===== src/rtl/core/bpfa_pkg.sv =====
// Package for the bin packing fit allocator: word types, status and mode
// codes, register indexes and the cell control structs. No dependencies.
package bpfa_pkg;

   localparam int SIZE_W     = 16;
   localparam int OPEN_W     = 7;
   localparam int CSR_IDX_W  = 1;
   localparam int CSR_DATA_W = 16;

   localparam logic [SIZE_W-1:0] CAP_RESET = SIZE_W'(100);

   typedef enum logic [1:0] {
      ST_PLACED = 2'd0,
      ST_NEW    = 2'd1,
      ST_REJECT = 2'd2,
      ST_FULL   = 2'd3
   } status_type;

   localparam logic [1:0] MODE_BEST  = 2'd0;
   localparam logic [1:0] MODE_WORST = 2'd1;
   localparam logic [1:0] MODE_NEXT  = 2'd2;

   localparam logic [CSR_IDX_W-1:0] CSR_BIN_CAPACITY = 1'd0;
   localparam logic [CSR_IDX_W-1:0] CSR_FIT_MODE     = 1'd1;

   typedef struct packed {
      logic              new_run;
      logic [SIZE_W-1:0] item_size;
   } req_type;

   typedef struct packed {
      status_type        status;
      logic [SIZE_W-1:0] residual_before;
      logic [SIZE_W-1:0] residual_after;
      logic [SIZE_W-1:0] bins_used;
      logic [OPEN_W-1:0] open_bins;
   } rsp_type;

   // search broadcast, used in the accept cycle
   typedef struct packed {
      logic              capture;
      logic              worst;
      logic [SIZE_W-1:0] item;
   } srch_type;

   // update broadcast, used in the update cycle
   typedef struct packed {
      logic              en;
      logic              remove;
      logic              insert;
      logic [SIZE_W-1:0] value;
   } upd_type;

endpackage


===== src/rtl/core/bpfa_cell.sv =====
// One slot of the sorted residual chain: holds a residual, compares it
// against the broadcast words and shifts with its neighbors. Uses bpfa_pkg.
module bpfa_cell #(
   parameter int IDX = 0,
   parameter int CW  = 7
) (
   input  logic                       clock,
   input  logic [CW-1:0]              count,
   input  bpfa_pkg::srch_type         srch,
   input  bpfa_pkg::upd_type          upd,
   input  logic [bpfa_pkg::SIZE_W-1:0] left_val,
   input  logic [bpfa_pkg::SIZE_W-1:0] right_val,
   input  logic                       left_ge,
   input  logic                       left_le,
   input  logic                       left_rm,
   output logic [bpfa_pkg::SIZE_W-1:0] val,
   output logic                       ge,
   output logic                       le,
   output logic                       rm,
   output logic                       hit
);

   localparam logic [CW-1:0] IDX_C = CW'(IDX);

   logic [bpfa_pkg::SIZE_W-1:0] val_ff, val_in;
   logic                        rm_ff;
   logic                        slot_valid;
   logic                        at_pos;
   logic                        past_pos;

   assign slot_valid = IDX_C < count;
   assign ge  = slot_valid && (val_ff >= srch.item);
   // sorted ascending: best fit is the first ge slot, worst fit the last slot
   assign hit = srch.worst ? (ge && (IDX_C == count - CW'(1))) : (ge && !left_ge);
   assign le  = slot_valid && (val_ff <= upd.value);
   assign at_pos   = !le && left_le;
   assign past_pos = !le && !left_le;
   assign val = val_ff;
   assign rm  = rm_ff;

   always_comb begin
      val_in = val_ff;
      if (upd.en) begin
         if (upd.remove && !upd.insert) begin
            if (rm_ff) val_in = right_val;
         end else if (upd.insert) begin
            if (at_pos) begin
               val_in = upd.value;
            end else if (past_pos && !(upd.remove && left_rm)) begin
               val_in = left_val;
            end
         end
      end
   end

   always_ff @(posedge clock) begin
      val_ff <= val_in;
      // rm marks the removed slot and, for best fit, every slot after it
      if (srch.capture) rm_ff <= srch.worst ? hit : ge;
   end

endmodule


===== config.mk =====
export PLATFORM = sky130hd
export DESIGN_NAME = bpfa_cell
export DESIGN_NICKNAME = d
export VERILOG_FILES = /design/src/rtl/core/bpfa_pkg.sv /design/src/rtl/core/bpfa_cell.sv
export SDC_FILE = /design/constraint.sdc
export NUM_CORES = 1
export LEC_CHECK = 0
export ABC_CLOCK_PERIOD_IN_PS = 6400
export BUFFER_PORTS_ARGS = -buffer_cell sky130_fd_sc_hd__buf_4
export CORE_MARGIN = 2
export CORE_UTILIZATION = 25
export CTS_CLUSTER_SIZE = 30
export DETAILED_ROUTE_END_ITERATION = 12
export PLACE_DENSITY = 0.51
export SYNTH_ARGS = -nofsm -noshare
export SYNTH_HDL_FRONTEND = slang
export SYNTH_SLANG_ARGS = --single-unit
export TNS_END_PERCENT = 1

===== constraint.sdc =====
create_clock -name clock -period 6.4 [get_ports clock]
set_input_delay 1.28 -clock clock [delete_from_list [all_inputs] [get_ports clock]]
set_output_delay 1.28 -clock clock [all_outputs]
set_load 0.05 [all_outputs]

# Word-level counts from Yosys, hierarchy flattened
# Cells that the tools add are included.
dict set report totals {
  input_bits 80
  output_inout_bits 20
  elab_cells 32
  regBits 17
}
dict set report classes {
  n_reduce_logical 18
  magnitude_cmp 3
  addsub 1
  n_mux 7
  eq_ne 1
}
# op count
set ops {}
lappend ops {{2-to-1 mux 16 bit} 5}
lappend ops {{>= comparator 16 bit} 1}
lappend ops {{<= comparator 16 bit} 1}
lappend ops {{logical AND 1 bit} 9}
lappend ops {{zero test 7 bit} 1}
lappend ops {{< comparator 1 x 7 -> 1 bit (first input constant)} 1}
lappend ops {{subtractor 7 x 1 -> 7 bit (second input constant)} 1}
lappend ops {{zero test 1 bit} 5}
lappend ops {{AND reduction 4 bit} 1}
lappend ops {{nonzero test 3 bit} 1}
lappend ops {{2-to-1 mux 1 bit} 2}
lappend ops {{!= test 2 bit (second input constant)} 1}
lappend ops {{nonzero test 2 bit} 1}

# Longest topological paths before layout
dict set report depth {
  word_depth 9
  ltp_mapped 9
  mapped_depth_nobuf 8
}

# Least setup slack after synthesis
# Ideal clock, no wire load.
dict set report synth_timing {
  path_type {input to output}
  start {input port upd[15] (netlist bit)}
  end {output port le}
  stages 6
  arrival_time_ns 3.596
  path_buffers 0
  slack_ns 1.524
  path_cell_list {inv_1 > ha_1 > nand4_2 > or4_4 > or3_2 > a21oi_1}
}
dict set report synth_between {
  elab_chain_cells 2
}
# element line_no
set synth_lines {}
lappend synth_lines {{start, declared} bpfa_cell.sv:10} ;# input bpfa_pkg::upd_type upd,
lappend synth_lines {{<= comparator 16 bit} bpfa_cell.sv:35} ;# assign le = slot_valid && (val_ff <= upd.value);
lappend synth_lines {{logical AND 1 bit} bpfa_cell.sv:35}
lappend synth_lines {{end, declared} bpfa_cell.sv:18} ;# output logic le,
# Every way passes these cells.

# Final worst setup path
# Same ends and word-level chain as after synthesis.

==> results by group <==
Worst setup path
  – Critical path class: input port to output pin
  – Worst path arrival time: 3.46 ns
  – Worst Setup SP: upd[15]
  – CP Capture Type: output pin
  – CP max-delay cell: or4_4
  – Max Fanout on Critical Path: 4
  – R2r startpoint: val[15]$_DFFE_PP_
  – Reg2reg path depth: 7
  – Worst path most repeated cell: buf_4
  – Slowest stage delay, CP: 0.59 ns
  – R2R Setup Slk: 3.25 ns
  – CP Data Required Time: 5.12 ns
  – Crit path cell chain: buf_4 -> inv_1 -> ha_1 -> nand4_2 -> or4_4 -> or3_2 -> a21oi_1 -> buf_4
  – Reg-to-Reg End: val[14]$_DFFE_PP_
  – Crit start category: input port

STA
  – RSZ-0062 raised after global routing: false
  – Final period util: 0.741
  – Clk_skew: 0.00140 ns
  – Final Setup Violations: 0
  – Max Slew Vio Count: 0
  – Min Tclk post-route: 4.74 ns
  – Achievable frequency: 0.211 GHz
  – Slew of the pin with the lowest slew margin: 1.01 ns
  – Final Hold Fails: 0
  – Slew HR: 0.327
  – Setup TNS: 0 ns

Synth
  – YS warnings: 0
  – Mapped Nets: 314
  – Async set or reset register ratio after synthesis: 0
  – Area contributors post-synth: edfxtp_1, ha_1, mux2i_1
  – Post-synthesis cell area: 0.00179 mm²
  – Count leader, synth: inv_1
  – XOR/XNOR Fraction of Synth Area: 0
  – Main combinational cell family by area after synthesis: adder cells
  – Simple-Gate Fraction of Synth Area: 0.133
  – Syn_area_per_cell: 8.88 µm²
  – Number of synthesized register bits: 17
  – Post-Synth Adder-Cell Area: 0.223
  – Synth Area in Compound Gates: 0.181
  – Synth cell types: 27
  – Post-synth top area share: 0.285
  – Synth area leader: edfxtp_1
  – Sequential fraction of the synthesis area: 0.285
  – Ys flop type: edfxtp_1
  – Mux contribution to synthesized area: 0.0893
  – Post-synth EDFFs: 17
  – Post-Syn Instances: 202
  – Commonest cells post-synth: inv_1, ha_1, a21oi_1

Cells and area
  – Share of post-route cells with drive strength above 1: 0.362
  – Nets: 414
  – Antenna cell count: 0
  – P&R area growth vs syn: 49.3%
  – Final Non-Filler Cells: 397

Routing
  – Antenna viol nets, final: 0
  – Via count: 1751
  – Starting DRT DRC Count: 57
  – DR WL/cell: 12.8 µm
  – Pre-antenna DRT Iters: 4
  – Total wire length: 5.08 mm
  – Routed vias/inst: 4.41
  – # DRC: 0

Die
  – DIE WIDTH: 88.7 µm
  – Die area: 0.00787 mm²
  – Boundary pin count: 100
  – Std cell rows: 30
  – DIE HEIGHT: 88.7 µm
  – Initial Util: 0.261
  – CORE AREA: 0.00687 mm²

GRT
  – Initial antenna violation count: 0
  – Congestion Overflow GR: 0
  – Vias in the first global route: 1730
  – Gr usage total: 0.132
  – Largest net degree at the start of global routing: 33
  – First-pass GRT wire length: 7.99 mm

Clock network
  – CTS H-tree depth: 1
  – CTS sink cnt: 17
  – Post-CTS Hold Fix Bufs: 0
  – Clk_lat worst skew: 0.26 ns
  – Cts bufs inserted: 3
  – CTS clk-pin slew, worst paths: 0.08 ns
  – CTS Buffer Depth: 2
  – Post-CTS sizing: 0
  – Root Buffer: clkbuf_8
  – CTS tree: yes
  – Post-CTS Setup Bufs: 0

Place
  – Hpwl dp: 4.21 mm
  – GPL Wtd Cong: 0.769
  – Port Buf Inserts: 99
  – Placed Cells: 393

Power
  – Static Leak: 1.36 nW
  – Max IR drop VDD: 0.0773 mV
  – Power per Cell Area: 147 mW/mm²

Job
  – Max-Cap Viols: 0

Min path
  – Hold Crit Class: flip-flop to flip-flop
  – Hold Crit Endpoint: val[1]$_DFFE_PP_
  – Worst hold stages: 4
  – Min-delay src: rm$_DFFE_PP_

Status
  – Status: completed
## metal layers
| metal | global-route usage | share of wire | up-vias |
|---|---|---|---|
| li1 | - | - | 917 |
| met5 | 0 | 0 | - |
| met2 | 0.212 | 0.46 | 61 |
| met3 | 0.0243 | 0.065 | 6 |
| met1 | 0.178 | 0.46 | 767 |
| met4 | 0.0482 | 0.019 | 0 |
## area by class of cell
class / count / area [µm²]
fill: 737 / 4190
multi-input combinational: 147 / 1130
inverter: 33 / 124
clock buffer: 4 / 45.0
timing repair buffer: 100 / 751
sequential: 17 / 510
tap: 96 / 120
## worst max-delay path, delay by kind of cell
| kind | cells | cell delay [ns] |
|---|---|---|
| and+or+nand+nor | 3 | 1.22 |
| buffers and inverters | 3 | 0.38 |
| adders and majority gates | 1 | 0.32 |
| AOI/OAI and AO/OA | 1 | 0.25 |
## registers in the layout (all words and copies together) (netlist names)
| name | count |
|---|---|
| val | 16 |
| rm | 1 |
## power breakdown
part	leakage, nW	internal (mW)	switching, mW	total, mW
Combinational	1.18	0.0768	0.0898	0.167
Sequential	0.158	0.133	0.00541	0.138
Clock	0.0228	0.0443	0.0442	0.0885
## logic make-up after synthesis
kind of cell,count (synthesis)
AOI/OAI and AO/OA,50
adders and majority gates,32
buffers and inverters,38
DFF,17
muxes,16
and+or+nand+nor,49
## layout by cell type, fill, tap and decap left out, drive strengths merged
| master | Yosys | routed |
|---|---|---|
| nand2 | 11 | 11 |
| nand2b | 3 | 3 |
| a211oi | 2 | 2 |
| nand3 | 2 | 2 |
| and3b | 1 | 1 |
| nor3 | 4 | 4 |
| ha | 32 | 32 |
| nand4 | 4 | 4 |
| nor2b | 1 | 1 |
| a41oi | 1 | 1 |
| a21o | 8 | 8 |
| a21oi | 28 | 28 |
| or3 | 1 | 1 |
| mux2i | 16 | 16 |
| o41ai | 1 | 1 |
| or4 | 1 | 1 |
| o21ai | 6 | 6 |
| o21bai | 2 | 2 |
| buf | 1 | 100 |
| inv | 33 | 33 |
| nor4 | 2 | 2 |
| clkbuf | 4 | 4 |
| a31oi | 2 | 2 |
| nor2 | 19 | 19 |
| edfxtp | 17 | 17 |
## worst max path at each step
| stage | end | slack, ns | cells past startpoint |
|---|---|---|---|
| final | le | 1.66 | 8 |
| after global routing | le | 1.56 | 8 |
| after CTS | le | 1.64 | 8 |
| after detailed placement | le | 1.64 | 8 |
| after global placement | le | 1.66 | 8 |
| after floorplan | le | 1.52 | 6 |
## metrics by stage
stage	utilization	instance area [µm²]	hold WS, ns	worst slack, ns	power, mW
floorplan	-	1790	1.26	1.52	0.240
global placement	0.383	2630	0.971	1.66	0.309
detailed placement	0.383	2630	0.984	1.64	0.310
CTS	0.390	2680	1.02	1.64	0.400
global route	0.390	2680	1.10	1.56	0.421
finish	0.390	2680	0.982	1.66	0.393
Power figures use the tool's default switching activity.
